$ cat src/rtl/tpie_pkg.sv
// Shared widths, constants and control structs of the triangle pair index enumerator.
package tpie_pkg;

  localparam int MAX_STATES = 64;
  localparam int STATE_W    = 6;
  localparam int CNT_W      = 7;
  localparam int POS_W      = 11;
  localparam int REM_W      = 6;

  localparam logic [CNT_W-1:0] MIN_STATES   = CNT_W'(2);
  localparam logic [CNT_W-1:0] RESET_STATES = CNT_W'(20);

  typedef struct packed {
    logic load;
    logic adv;
  } step_ctl_t;

  typedef struct packed {
    logic [POS_W-1:0] pos;
    logic             last;
  } step_stat_t;

endpackage

$ cat src/rtl/tpie_step_unit.sv
// Position walker: one shared adder steps the packed position from pair to pair.
module tpie_step_unit (
  input  logic                          clk,
  input  logic                          rst,
  input  tpie_pkg::step_ctl_t           ctl,
  input  logic [tpie_pkg::STATE_W-1:0]  state_in,
  input  logic [tpie_pkg::CNT_W-1:0]    n_eff,
  output tpie_pkg::step_stat_t          stat
);
  import tpie_pkg::*;

  logic [POS_W-1:0]   pos;
  logic [CNT_W-1:0]   inc_dec;   // n-2-i while walking earlier rows
  logic [CNT_W-1:0]   gap;       // n-s, hop from column s to start of row s
  logic [STATE_W-1:0] rows_left;
  logic [REM_W-1:0]   remain;
  logic               ph1;

  logic [CNT_W-1:0]   addend;
  logic [POS_W-1:0]   pos_next;

  always_comb begin
    if (ph1) begin
      addend = (rows_left == STATE_W'(1)) ? gap : inc_dec;
    end else begin
      addend = CNT_W'(1);
    end
    pos_next = pos + POS_W'(addend);
  end

  always_ff @(posedge clk) begin
    if (rst) begin
      ph1    <= 1'b0;
      remain <= '0;
    end else if (ctl.load) begin
      pos       <= (state_in == '0) ? '0 : POS_W'(state_in) - POS_W'(1);
      ph1       <= (state_in != '0);
      rows_left <= state_in;
      inc_dec   <= n_eff - CNT_W'(2);
      gap       <= n_eff - CNT_W'(state_in);
      remain    <= REM_W'(n_eff - CNT_W'(1));
    end else if (ctl.adv) begin
      pos    <= pos_next;
      remain <= remain - REM_W'(1);
      if (ph1) begin
        rows_left <= rows_left - STATE_W'(1);
        if (rows_left == STATE_W'(1)) begin
          ph1 <= 1'b0;
        end else begin
          inc_dec <= inc_dec - CNT_W'(1);
        end
      end
    end
  end

  assign stat.pos  = pos;
  assign stat.last = (remain == REM_W'(1));

endmodule

$ cat src/rtl/triangle_pair_index_enumerator.sv
// Top level of the triangle pair index enumerator: config register, sequencer, result register.
//
// For a state s and N states (num_states, clamped to 2..64, reset 20) the block
// emits the packed row-major upper-triangle positions of every pair holding s:
// first the pairs (i,s) with i < s in increasing i, then (s,j) with j > s in
// increasing j, N-1 results in all, the final one flagged by last. A state at or
// above N gives one result: position 0, last and bad_state set. Items are handled
// one at a time: in_ready is high only when the sequencer is idle. A valid state
// occupies the block from its transfer to the next possible input transfer: a load
// step, then one result per cycle through the position adder while out_ready
// holds high. A bad state is loaded and then sends its single result through the
// result register. Output stalls hold the sequencer in RUN. num_states is written
// through cfg_write/cfg_data and must only change while the block is idle.
module triangle_pair_index_enumerator (
  input  logic                          clk,
  input  logic                          rst,
  input  logic                          cfg_write,
  input  logic [tpie_pkg::CNT_W-1:0]    cfg_data,
  input  logic                          in_valid,
  output logic                          in_ready,
  input  logic [tpie_pkg::STATE_W-1:0]  state_number,
  output logic                          out_valid,
  input  logic                          out_ready,
  output logic [tpie_pkg::POS_W-1:0]    pair_position,
  output logic                          last,
  output logic                          bad_state
);
  import tpie_pkg::*;

  typedef enum logic {
    IDLE,
    RUN
  } seq_state_t;

  seq_state_t       state;
  logic [CNT_W-1:0] num_states;
  logic [CNT_W-1:0] n_eff;
  logic             bad_held;

  step_ctl_t        ctl;
  step_stat_t       stat;

  logic             in_xfer;
  logic             slot_free;

  // Clamp the register to the supported range of states.
  always_comb begin
    priority if (num_states < MIN_STATES) begin
      n_eff = MIN_STATES;
    end else if (num_states > CNT_W'(MAX_STATES)) begin
      n_eff = CNT_W'(MAX_STATES);
    end else begin
      n_eff = num_states;
    end
  end

  assign in_ready  = (state == IDLE);
  assign in_xfer   = in_valid && in_ready;
  assign slot_free = !out_valid || out_ready;

  always_comb begin
    ctl.load = in_xfer;
    ctl.adv  = (state == RUN) && slot_free && !bad_held;
  end

  always_ff @(posedge clk) begin
    if (rst) begin
      num_states <= RESET_STATES;
    end else if (cfg_write) begin
      num_states <= cfg_data;
    end
  end

  tpie_step_unit u_step (
    .clk      (clk),
    .rst      (rst),
    .ctl      (ctl),
    .state_in (state_number),
    .n_eff    (n_eff),
    .stat     (stat)
  );

  // Sequencer and result register. In RUN every free slot is refilled, so the
  // result register only drains on its own while idle.
  always_ff @(posedge clk) begin
    if (rst) begin
      state     <= IDLE;
      out_valid <= 1'b0;
      bad_held  <= 1'b0;
    end else begin
      unique case (state)
        IDLE: begin
          if (out_valid && out_ready) begin
            out_valid <= 1'b0;
          end
          if (in_xfer) begin
            bad_held <= (CNT_W'(state_number) >= n_eff);
            state    <= RUN;
          end
        end
        RUN: begin
          if (slot_free) begin
            out_valid <= 1'b1;
            if (bad_held) begin
              pair_position <= '0;
              last          <= 1'b1;
              bad_state     <= 1'b1;
              state         <= IDLE;
            end else begin
              pair_position <= stat.pos;
              last          <= stat.last;
              bad_state     <= 1'b0;
              if (stat.last) begin
                state <= IDLE;
              end
            end
          end
        end
        default: state <= IDLE;
      endcase
    end
  end

endmodule

$ cat config.mk
export PLATFORM = sky130hd
export DESIGN_NAME = triangle_pair_index_enumerator
export DESIGN_NICKNAME = d
export VERILOG_FILES = /design/src/rtl/tpie_pkg.sv /design/src/rtl/tpie_step_unit.sv /design/src/rtl/triangle_pair_index_enumerator.sv
export SDC_FILE = /design/constraint.sdc
export NUM_CORES = 1
export LEC_CHECK = 0
export BUFFER_PORTS_ARGS = -buffer_cell sky130_fd_sc_hd__buf_4
export CAP_MARGIN = 20
export CORE_MARGIN = 2
export CORE_UTILIZATION = 40
export DETAILED_ROUTE_END_ITERATION = 7
export PLACE_DENSITY_LB_ADDON = 0.15
export SETUP_SLACK_MARGIN = 0.05
export SYNTH_ARGS = -nofsm -noshare
export SYNTH_HDL_FRONTEND = slang
export SYNTH_SLANG_ARGS = --single-unit
$ cat constraint.sdc
create_clock -name clk -period 5.9 [get_ports clk]
set_input_delay 0.885 -clock clk [delete_from_list [all_inputs] [get_ports clk]]
set_output_delay 0.885 -clock clk [all_outputs]
set_load 0.03 [all_outputs]
==> results of run 1 <==
power by group through the flow:
stage,Sequential (mW),Combinational (mW),Clock (mW)
global placement,0.541,0.234,0
finish,0.532,0.236,0.344
CTS,0.532,0.239,0.353
global route,0.537,0.267,0.374
floorplan,0.540,0.171,0
detailed placement,0.542,0.237,0
registers in the layout, indices dropped and copies added (netlist names):
signal / flops
bad_state: 1
u_step.gap: 7
u_step.pos: 11
u_step.remain: 6
out_valid: 1
u_step.ph1: 1
pair_position: 11
num_states: 7
last: 1
bad_held: 1
u_step.rows_left: 6
state: 1
u_step.inc_dec: 7
cell usage in the layout (no fill, tap or decap), types with 3 or more instances in the layout:
| master | n |
|---|---|
| buf_4 | 34 |
| nand3_1 | 4 |
| and3_1 | 3 |
| ha_1 | 22 |
| inv_1 | 24 |
| a211oi_1 | 5 |
| o21ai_0 | 15 |
| clkbuf_8 | 9 |
| nand2b_1 | 6 |
| nor3_1 | 12 |
| a21oi_1 | 21 |
| o21a_1 | 8 |
| xor2_1 | 12 |
| a31oi_1 | 3 |
| xnor2_1 | 15 |
| o22ai_1 | 4 |
| o211ai_1 | 7 |
| mux2i_1 | 12 |
| nor2b_1 | 26 |
| nand2_1 | 20 |
| dfxtp_1 | 17 |
| nand4_1 | 4 |
| edfxtp_1 | 44 |
| nor2_1 | 40 |
area by class of cell:
type,count,share of cell area
Clock buffer,10,0.0357
Clock inverter,6,0.00811
Inverter,24,0.0216
Multi-Input combinational cell,268,0.442
Sequential cell,61,0.399
Tap cell,108,0.0324
Timing Repair Buffer,34,0.0612
worst min-delay path, stage by stage (launching register included):
cell and delay [ns]:
dfxtp_1 0.33, mux2i_1 0.06, nor2_1 0.07
path summary, 6_finish.rpt:
| path | cells after the start | startpoint | end | slack, ns |
|---|---|---|---|---|
| hold / removal | 2 | num_states[0]$_SDFFE_PP0P_ | num_states[0]$_SDFFE_PP0P_ | 0.50 |
| setup / recovery | 11 | u_step.rows_left[2]$_DFFE_PP_ | u_step.pos[5]$_DFFE_PP_ | 2.94 |
| setup reg to reg | 11 | u_step.rows_left[2]$_DFFE_PP_ | u_step.pos[5]$_DFFE_PP_ | 2.94 |
| hold reg to reg | 2 | num_states[0]$_SDFFE_PP0P_ | num_states[0]$_SDFFE_PP0P_ | 0.50 |
cell families after synthesis:
logic type / count (synthesis) / synth area share
AOI/OAI and AO/OA: 80 / 0.145
xor gates and xnor gates: 27 / 0.0650
adders and majority gates: 24 / 0.0867
buffers and inverters: 36 / 0.0385
DFF: 61 / 0.457
muxes: 12 / 0.0330
and+or+nand+nor: 125 / 0.175
layer usage:
metal / global-route usage / vias to the layer above / routed length (um)
li1: - / 1366 / -
met1: 0.223 / 1230 / 3680
met2: 0.270 / 31 / 3650
met3: 0.0267 / 9 / 179
met4: 0.0653 / 0 / 106
met5: 0 / - / 0
per-stage QoR:
step                std cells  power [mW]
CTS                       511        1.12
global placement          495       0.775
finish                    511        1.11
global route              511        1.18
detailed placement        495       0.779
floorplan                 365       0.711
==> out/metrics.cfg, run 1 <==
[drt]
first_pass_iters=4
drtIter0Drc=114
wl_um=7610
drc=0
routed_via_density=5.16
ant_nets=0
vias=2636
wire_per_inst_um=14.9

[placed_design]
numPortBuffers=32
gp_congestion=0.814
hpwl_um=5710
dp_slack_ns=2.96
place_area_mm2=0.00399

[synth]
yosys-top-cells-area=edfxtp_1 36%, dfxtp_1 9.4%, ha_1 7.6%
synth_top_area_frac=0.363
ys_seq_elements=61
async_flop_share=0
avgSynthCellArea_um2=9.97
synth_cells=365
yosys_warnings=0
seq_area_frac_synth=0.457
synth.distinct_cells=45
ys.flop_type=edfxtp_1
syn-num-nets=407
synth_most_common_cell=edfxtp_1
yosys.area.top_type=edfxtp_1
synthTopCellsByCount=44 x edfxtp_1, 40 x nor2_1, 27 x nor2b_1
synth_edf_count=44
synthesis.area_mm2=0.00364

[timing]
final.setup.tns_ns=0
layout_setup_ws_ns=2.94
rsz0062_at_grt=false
tightest_slew_ns=1.01
hold_violations=0
period_share=0.501
skew_ns=0.00939
holdWs_ns=0.498
setup-violations-final=0
drv_slew=0
slew_headroom=0.325
fmax_mhz=338
post-route-min-period_ns=2.96

[floorplanning]
dieWidth_um=99.4
die_h_um=99.4
placementRows=34
die-area_mm2=0.00987
design.portCount=33
start_util=0.415
placeableCoreArea_mm2=0.00876

[grt]
grtUsageTotal=0.166
grt_pass1_wl_um=13000
grt_pass1_vias=2617
gr-total-overflow=0
grt_max_degree=42
antenna_found_initial=0

[power]
power.internal_uw=782
combPwrFrac=0.212
p_leak_nw=1.62
power_density_mw_per_mm2=267
ir_worst_vdd_uv=120
pwr-share-clk=0.310
swShare=0.297
p_seq_frac=0.478
switching_power_uw=330

[cts]
postCtsHoldBufs=0
cts_tree=done
clk_pin_slew_worst_paths_ns=0.07
cts_root_buffer=clkbuf_8
clkLatencyLatePin_ns=0.34
ctsResizeCount=0
h-tree-depth=3
clock-sinks=61
cts_buffers=9
post-cts-setup-buffers=0
clockBufferDepth=2

[hold_path]
hp-class=reg2reg

[cells_and_area]
seqCellArea_mm2=0.00166
nets=440
antenna_cells=0
syn2layout_area_growth_pct=14.6
drive_above_1_share=0.146
final_util=0.476
design_area_mm2=0.00417
multi_input_area_mm2=0.00184
fillCellCount=839

[critical_path]
start_kind=flip-flop
critPathKind=reg2reg
cpMaxStageDelayCell=edfxtp_1
path_delay_family=compound AO/OA/AOI/OAI gates
critPathBufInv=1
cp.arrival_ns=3.02
crit_fanout=7
required_ns=5.96
crit_path_cell_trace=nor2_1 > and3_1 > mux2i_1 > nand2b_1 > inv_1 > ha_1 > a211oi_1 > o21bai_1 > a21oi_1 > xor2_1 > o22ai_1
crit_path_end_kind=flip-flop
max_stage_delay_ns=0.42

[run_status]
outcome=finished, final reports clean

[job]
cap_violations=0

(Power assumes the default switching activity.)
==> run 2, diff against run 1 <==
--- a/config.mk
+++ b/config.mk
@@ -5,6 +5,7 @@
 export SDC_FILE = /design/constraint.sdc
 export NUM_CORES = 1
 export LEC_CHECK = 0
+export ABC_AREA = 1
 export BUFFER_PORTS_ARGS = -buffer_cell sky130_fd_sc_hd__buf_4
 export CAP_MARGIN = 20
 export CORE_MARGIN = 2
==> constraint.sdc (replaced) <==
create_clock -name clk -period 2.6 [get_ports clk]
set_input_delay 0.39 -clock clk [delete_from_list [all_inputs] [get_ports clk]]
set_output_delay 0.39 -clock clk [all_outputs]
set_load 0.03 [all_outputs]
==> out/metrics.cfg, run 2 <==
[cells_and_area]
antenna_cells=0  ; unchanged
design_area_mm2=0.00443  ; was 0.00417 mm^2
drive_above_1_share=0.177  ; was 0.146
nets=545  ; was 440
syn2layout_area_growth_pct=18.4  ; was 14.6%
final_common_cell=nand2_1  ; was edfxtp_1
largest_registers=pair_position: 11 flops, u_step.pos: 11 flops  ; unchanged
final_cells=619  ; was 511
layout_common_cells=77 x nand2_1, 56 x inv_1, 54 x nor2_1  ; was 44 x edfxtp_1, 40 x nor2_1, 34 x buf_4

[floorplanning]
die-area_mm2=0.0102  ; was 0.00987 mm^2
dieWidth_um=101  ; was 99.4 um
start_util=0.409  ; was 0.415
design.portCount=33  ; unchanged
die_h_um=101  ; was 99.4 um
placementRows=35  ; was 34
placeableCoreArea_mm2=0.00915  ; was 0.00876 mm^2

[timing]
period_share=0.922  ; was 0.501
post-route-min-period_ns=2.40  ; was 2.96 ns
setup-violations-final=0  ; unchanged
hold_violations=0  ; unchanged
drv_slew=0  ; unchanged
slew_headroom=0.640  ; was 0.325
tightest_slew_ns=0.539  ; was 1.01 ns
rsz0062_at_grt=true  ; was false
final.setup.tns_ns=0  ; unchanged
fmax_mhz=417  ; was 338 MHz
skew_ns=0.0122  ; was 0.00939 ns

[power]
p_leak_nw=1.95  ; was 1.62 nW
power_density_mw_per_mm2=588  ; was 267 mW/mm^2
finalPower_mw=2.61  ; was 1.11 mW
ir_worst_vdd_uv=274  ; was 120 uV

[critical_path]
cpMaxStageDelayCell=edfxtp_1  ; unchanged
required_ns=2.66  ; was 5.96 ns
reg2reg_from=u_step.rows_left[1]$_DFFE_PP_  ; was u_step.rows_left[2]$_DFFE_PP_
endpoint=u_step.pos[5]$_DFFE_PP_  ; unchanged
start_kind=flip-flop  ; unchanged
reg2reg_to=u_step.pos[5]$_DFFE_PP_  ; unchanged
startpoint=u_step.rows_left[1]$_DFFE_PP_  ; was u_step.rows_left[2]$_DFFE_PP_
rrSetupSlack_ns=0.20  ; was 2.94 ns
crit_path_end_kind=flip-flop  ; unchanged
path_delay_family=simple AND/OR/NAND/NOR gates  ; was compound AO/OA/AOI/OAI gates
critical_path_depth=12  ; was 11
max_stage_delay_ns=0.41  ; was 0.42 ns
critPathKind=reg2reg  ; unchanged
cp.arrival_ns=2.46  ; was 3.02 ns
crit_path_cell_trace=inv_2 > ha_4 > nand3_4 > buf_6 > a21oi_1 > ha_1 > a21o_1 > nor2_1 > nand2_1 > or2_2 > nand3_1 > o21ai_1  ; was nor2_1 > and3_1 > mux2i_1 > nand2b_1 > inv_1 > ha_1 > a211oi_1 > o21bai_1 > a21oi_1 > xor2_1 > o22ai_1
rr_worst_depth=12  ; was 11
critPathBufInv=2  ; was 1
crit_fanout=5  ; was 7

[synth]
synthesis.area_mm2=0.00375  ; was 0.00364 mm^2
yosys-top-cells-area=edfxtp_1 35%, dfxtp_1 9.1%, nand2_1 7.8%  ; was edfxtp_1 36%, dfxtp_1 9.4%, ha_1 7.6%
syn-num-nets=496  ; was 407
ys.flop_type=edfxtp_1  ; unchanged
synth.distinct_cells=35  ; was 45
ys_seq_elements=61  ; unchanged
synth_top_area_frac=0.353  ; was 0.363
yosys_warnings=0  ; unchanged
avgSynthCellArea_um2=8.25  ; was 9.97 um^2
synthTopCellsByCount=78 x nand2_1, 59 x inv_1, 56 x nor2_1  ; was 44 x edfxtp_1, 40 x nor2_1, 27 x nor2b_1
synth_most_common_cell=nand2_1  ; was edfxtp_1
yosys.area.top_type=edfxtp_1  ; unchanged
synth_edf_count=44  ; unchanged
synth_cells=454  ; was 365
seq_area_frac_synth=0.444  ; was 0.457
async_flop_share=0  ; unchanged

[drt]
routed_via_density=4.97  ; was 5.16
drc=0  ; unchanged
ant_nets=0  ; unchanged
vias=3078  ; was 2636
first_pass_iters=5  ; was 4
drtIter0Drc=137  ; was 114
wire_per_inst_um=13.2  ; was 14.9 um
wl_um=8180  ; was 7610 um

[cts]
cts_tree=done  ; unchanged
cts_buffers=9  ; unchanged
clkLatencyLatePin_ns=0.33  ; was 0.34 ns
cts_root_buffer=clkbuf_8  ; unchanged
clk_pin_slew_worst_paths_ns=0.07  ; about the same
clockBufferDepth=2  ; unchanged
clock-sinks=61  ; unchanged
h-tree-depth=3  ; unchanged
postCtsHoldBufs=0  ; unchanged

[placed_design]
place_area_mm2=0.00416  ; was 0.00399 mm^2
numPortBuffers=32  ; unchanged
hpwl_um=6170  ; was 5710 um
gp_congestion=0.845  ; was 0.814
dp.cells=599  ; was 495

[hold_path]
hp-class=in2reg  ; was reg2reg
whs_path_depth=3  ; was 2
min_from=cfg_data[2]  ; was num_states[0]$_SDFFE_PP0P_

[grt]
gr-total-overflow=0  ; unchanged
grt_pass1_vias=2921  ; was 2617
grt_pass1_wl_um=13500  ; was 13000 um
grt_max_degree=26  ; was 42
antenna_found_initial=0  ; unchanged
grtUsageTotal=0.169  ; was 0.166

[job]
cap_violations=0  ; unchanged

[run_status]
outcome=finished, final reports clean  ; unchanged

[run 2: cell types whose count changed after synthesis, moves of 7 or more]
| cell | delta |
|---|---|
| nor2_1 | +16 |
| nor2b_1 | -27 |
| a21oi_1 | +16 |
| nand3_1 | +21 |
| nand2_1 | +58 |
| mux2i_1 | -12 |
| o21a_1 | -7 |
| inv_1 | +35 |
| nor3_1 | -8 |
| o21ai_0 | +34 |
| xnor2_1 | -8 |
[run 2: tightest hold or removal path, stage by stage]
cell,delay [ns]
buf_4,0.07
nand2_1,0.04
nand3_1,0.06
[run 2: routing by layer]
layer | routed length (um) | track usage
met3 | 340 | 0.0291
met1 | 4120 | 0.236
met4 | 53 | 0.0506
met2 | 3670 | 0.270
met5 | 0 | 0
[run 2: power by group]
group | switching [mW] | internal (mW) | leakage (nW)
sequential | 0.0624 | 1.16 | 0.551
combinational | 0.406 | 0.261 | 1.32
clock | 0.353 | 0.367 | 0.0848
total | 0.822 | 1.78 | 1.95
[run 2: kinds of logic (layout without fill, tap and decap cells)]
kind of cell             count (synthesis)  in the layout  synth area share
AO/OA/AOI/OAI                           97             97             0.145
XOR/XNOR                                19             19            0.0444
adder cells (fa/ha/maj)                 24             24            0.0842
buffers and inverters                   73            127            0.0768
flip-flops                              61             61             0.444
AND/OR/NAND/NOR                        180            180             0.206
[run 2: layout make-up]
| cell class | count | area [um^2] |
|---|---|---|
| fillers | 889 | 4720 |
| multi-input cells | 320 | 1870 |
| flip-flops and latches | 61 | 1660 |
| repair buffers | 48 | 362 |
| inverters | 63 | 239 |
| clock buffers | 13 | 149 |
| well taps | 111 | 139 |
| clock inverters | 3 | 13.8 |
[run 2: how the worst min path moves through the flow]
stage / to / slack [ns]
after floorplan: num_states[0]$_SDFFE_PP0P_ / 0.45
after global placement: num_states[0]$_SDFFE_PP0P_ / 0.47
after detailed placement: num_states[0]$_SDFFE_PP0P_ / 0.47
after CTS: num_states[2]$_SDFFE_PP1P_ / 0.25
after global routing: num_states[2]$_SDFFE_PP1P_ / 0.26
final: num_states[2]$_SDFFE_PP1P_ / 0.27
[run 2: metrics by stage]
stage / util / setup WS [ns] / hold WS (ns)
finish: 0.484 / 0.202 / 0.269
global route: 0.484 / 0.0542 / 0.264
CTS: 0.474 / 0.0707 / 0.254
detailed placement: 0.455 / 0.0363 / 0.467
global placement: 0.455 / 0.114 / 0.470
floorplan: - / 0.275 / 0.449
[run 2: repair_timing]
action,CTS,global route
resized for setup,3,22
pin swaps,0,5
endpoints found under the setup margin,1,7
gates cloned,0,1
buffers inserted,0,3
==> run 3, diff against run 2 <==
--- a/config.mk
+++ b/config.mk
@@ -12,6 +12,7 @@
 export CORE_UTILIZATION = 40
 export DETAILED_ROUTE_END_ITERATION = 7
 export PLACE_DENSITY_LB_ADDON = 0.15
+export REMOVE_ABC_BUFFERS = 1
 export SETUP_SLACK_MARGIN = 0.05
 export SYNTH_ARGS = -nofsm -noshare
 export SYNTH_HDL_FRONTEND = slang
==> out/metrics.cfg, run 3 (synthesis gave the netlist of run 2 again) <==
[timing]
setup-violations-final=0  ; unchanged
final.setup.tns_ns=0  ; unchanged
tightest_slew_ns=0.569  ; was 0.539 ns
period_share=0.954  ; was 0.922
layout_setup_ws_ns=0.119  ; was 0.202 ns
rsz0062_at_grt=true  ; unchanged
fmax_mhz=403  ; was 417 MHz
skew_ns=0.00789  ; was 0.0122 ns
drv_slew=0  ; unchanged
post-route-min-period_ns=2.48  ; was 2.40 ns
slew_headroom=0.619  ; was 0.640
hold_violations=0  ; unchanged

[cells_and_area]
final_common_cell=nand2_1  ; unchanged
antenna_cells=0  ; unchanged
layout_common_cells=76 x nand2_1, 56 x inv_1, 55 x nor2_1  ; was 77 x nand2_1, 56 x inv_1, 54 x nor2_1
largest_registers=pair_position: 11 flops, u_step.pos: 11 flops  ; unchanged
drive_above_1_share=0.193  ; was 0.177
syn2layout_area_growth_pct=19.1  ; was 18.4%
nets=546  ; was 545
final_util=0.488  ; was 0.484

[cts]
cts_root_buffer=clkbuf_8  ; unchanged
h-tree-depth=3  ; unchanged
postCtsHoldBufs=0  ; unchanged
clockBufferDepth=2  ; unchanged
clkLatencyLatePin_ns=0.34  ; was 0.33 ns
clock-sinks=61  ; unchanged
cts_tree=done  ; unchanged
cts_buffers=9  ; unchanged
clk_pin_slew_worst_paths_ns=0.07  ; about the same

[placed_design]
dp_slack_ns=-0.0168  ; was 0.0363 ns
hpwl_um=6340  ; was 6170 um
numPortBuffers=32  ; unchanged
gp_congestion=0.948  ; was 0.845

[hold_path]
min_from=cfg_data[2]  ; unchanged
holdPathEnd=num_states[2]$_SDFFE_PP1P_  ; unchanged
hp-class=in2reg  ; unchanged
whs_path_depth=3  ; unchanged

[power]
p_seq_frac=0.458  ; was 0.467
pwr-share-clk=0.285  ; was 0.277
power.internal_mw=1.83  ; was 1.78 mW
power_density_mw_per_mm2=597  ; was 588 mW/mm^2
switching_power_uw=838  ; was 822 uW
combPwrFrac=0.257  ; was 0.256
p_leak_nw=1.97  ; was 1.95 nW
ir_worst_vdd_uv=234  ; was 274 uV
swShare=0.315  ; about the same

[grt]
antenna_found_initial=0  ; unchanged
grt_max_degree=26  ; unchanged
gr-total-overflow=0  ; unchanged
grtUsageTotal=0.180  ; was 0.169
grt_pass1_wl_um=14200  ; was 13500 um
grt_pass1_vias=2930  ; was 2921

[drt]
routed_via_density=4.99  ; was 4.97
first_pass_iters=4  ; was 5
vias=3096  ; was 3078
drtIter0Drc=146  ; was 137
drc=0  ; unchanged
wl_um=8530  ; was 8180 um
wire_per_inst_um=13.8  ; was 13.2 um
ant_nets=0  ; unchanged

[critical_path]
required_ns=2.68  ; was 2.66 ns
crit_path_end_kind=flip-flop  ; unchanged
max_stage_delay_ns=0.41  ; about the same
critPathKind=reg2reg  ; unchanged
crit_path_cell_trace=inv_2 > ha_1 > nand3_2 > buf_4 > a21oi_4 > ha_4 > a21o_1 > nor2_1 > nand2_1 > or2_2 > nand3_1 > o21ai_0  ; was inv_2 > ha_4 > nand3_4 > buf_6 > a21oi_1 > ha_1 > a21o_1 > nor2_1 > nand2_1 > or2_2 > nand3_1 > o21ai_1
startpoint=u_step.rows_left[1]$_DFFE_PP_  ; unchanged
rr_worst_depth=12  ; unchanged
cp.arrival_ns=2.56  ; was 2.46 ns
path_delay_family=simple AND/OR/NAND/NOR gates  ; unchanged
reg2reg_to=u_step.pos[5]$_DFFE_PP_  ; unchanged
crit_fanout=8  ; was 5
critPathBufInv=2  ; unchanged
reg2reg_from=u_step.rows_left[1]$_DFFE_PP_  ; unchanged
cpMaxStageDelayCell=edfxtp_1  ; unchanged
rrSetupSlack_ns=0.12  ; was 0.20 ns
start_kind=flip-flop  ; unchanged

[floorplanning]
start_util=0.409  ; unchanged
placementRows=35  ; unchanged
die_h_um=101  ; unchanged
dieWidth_um=101  ; unchanged
design.portCount=33  ; unchanged
placeableCoreArea_mm2=0.00915  ; unchanged
die-area_mm2=0.0102  ; unchanged

[job]
cap_violations=0  ; unchanged

[run_status]
outcome=finished, final reports clean  ; unchanged

-- run 3: changes by cell type in the layout (fill, tap and decap cells not counted), sizes merged --
cell    delta
buf        +1
clkbuf     +1
clkinv     -1
-- run 3: repair_timing --
item,in CTS,in global routing
endpoints found under the setup margin,4,7
gates resized for setup,4,21
pin swaps,1,8
buffers inserted,1,5
-- run 3: per-layer routing --
metal  part of all wire  track usage
met5                  0            0
met4              0.026       0.0748
met3              0.043       0.0381
met2               0.47        0.290
met1               0.46        0.236
-- run 3: power by group through the flow --
stage / sequential (mW) / combinational [mW] / clock (mW)
6_report: 1.22 / 0.686 / 0.758
5_1_grt: 1.23 / 0.782 / 0.827
2_1_floorplan: 1.25 / 0.427 / 0
3_5_place_dp: 1.24 / 0.638 / 0
4_1_cts: 1.22 / 0.646 / 0.784
3_3_place_gp: 1.24 / 0.627 / 0
-- run 3: how the worst max path moves through the flow --
stage,cells past startpoint,slack [ns],to
6_report,12,0.12,u_step.pos[5]$_DFFE_PP_
3_3_place_gp,12,0.08,u_step.pos[5]$_DFFE_PP_
3_5_place_dp,17,-0.02,u_step.pos[8]$_DFFE_PP_
2_1_floorplan,7,-0.06,u_step.inc_dec[0]$_DFFE_PP_
4_1_cts,12,0.06,u_step.pos[5]$_DFFE_PP_
5_1_grt,14,-0.11,u_step.pos[8]$_DFFE_PP_
-- run 3: tightest hold or removal path, stage by stage --
cell	delay [ns]
buf_4	0.07
nand2_1	0.04
nand3_1	0.06
-- run 3: area by class of cell --
type                            instances  area, um^2
Sequential cell                        61        1660
Clock inverter                          2        10.0
Multi-Input combinational cell        320        1890
Timing Repair Buffer                   49         368
Fill cell                             859        4690
Tap cell                              111         139
Inverter                               63         236
Clock buffer                           14         163
-- run 3: through the flow --
stage | hold slack [ns] | total power [mW] | cells | cell area [um^2]
floorplan | 0.449 | 1.67 | 444 | 3690
global placement | 0.466 | 1.86 | 598 | 4160
detailed placement | 0.472 | 1.88 | 598 | 4160
CTS | 0.236 | 2.65 | 615 | 4350
global route | 0.251 | 2.84 | 620 | 4460
finish | 0.256 | 2.66 | 620 | 4460
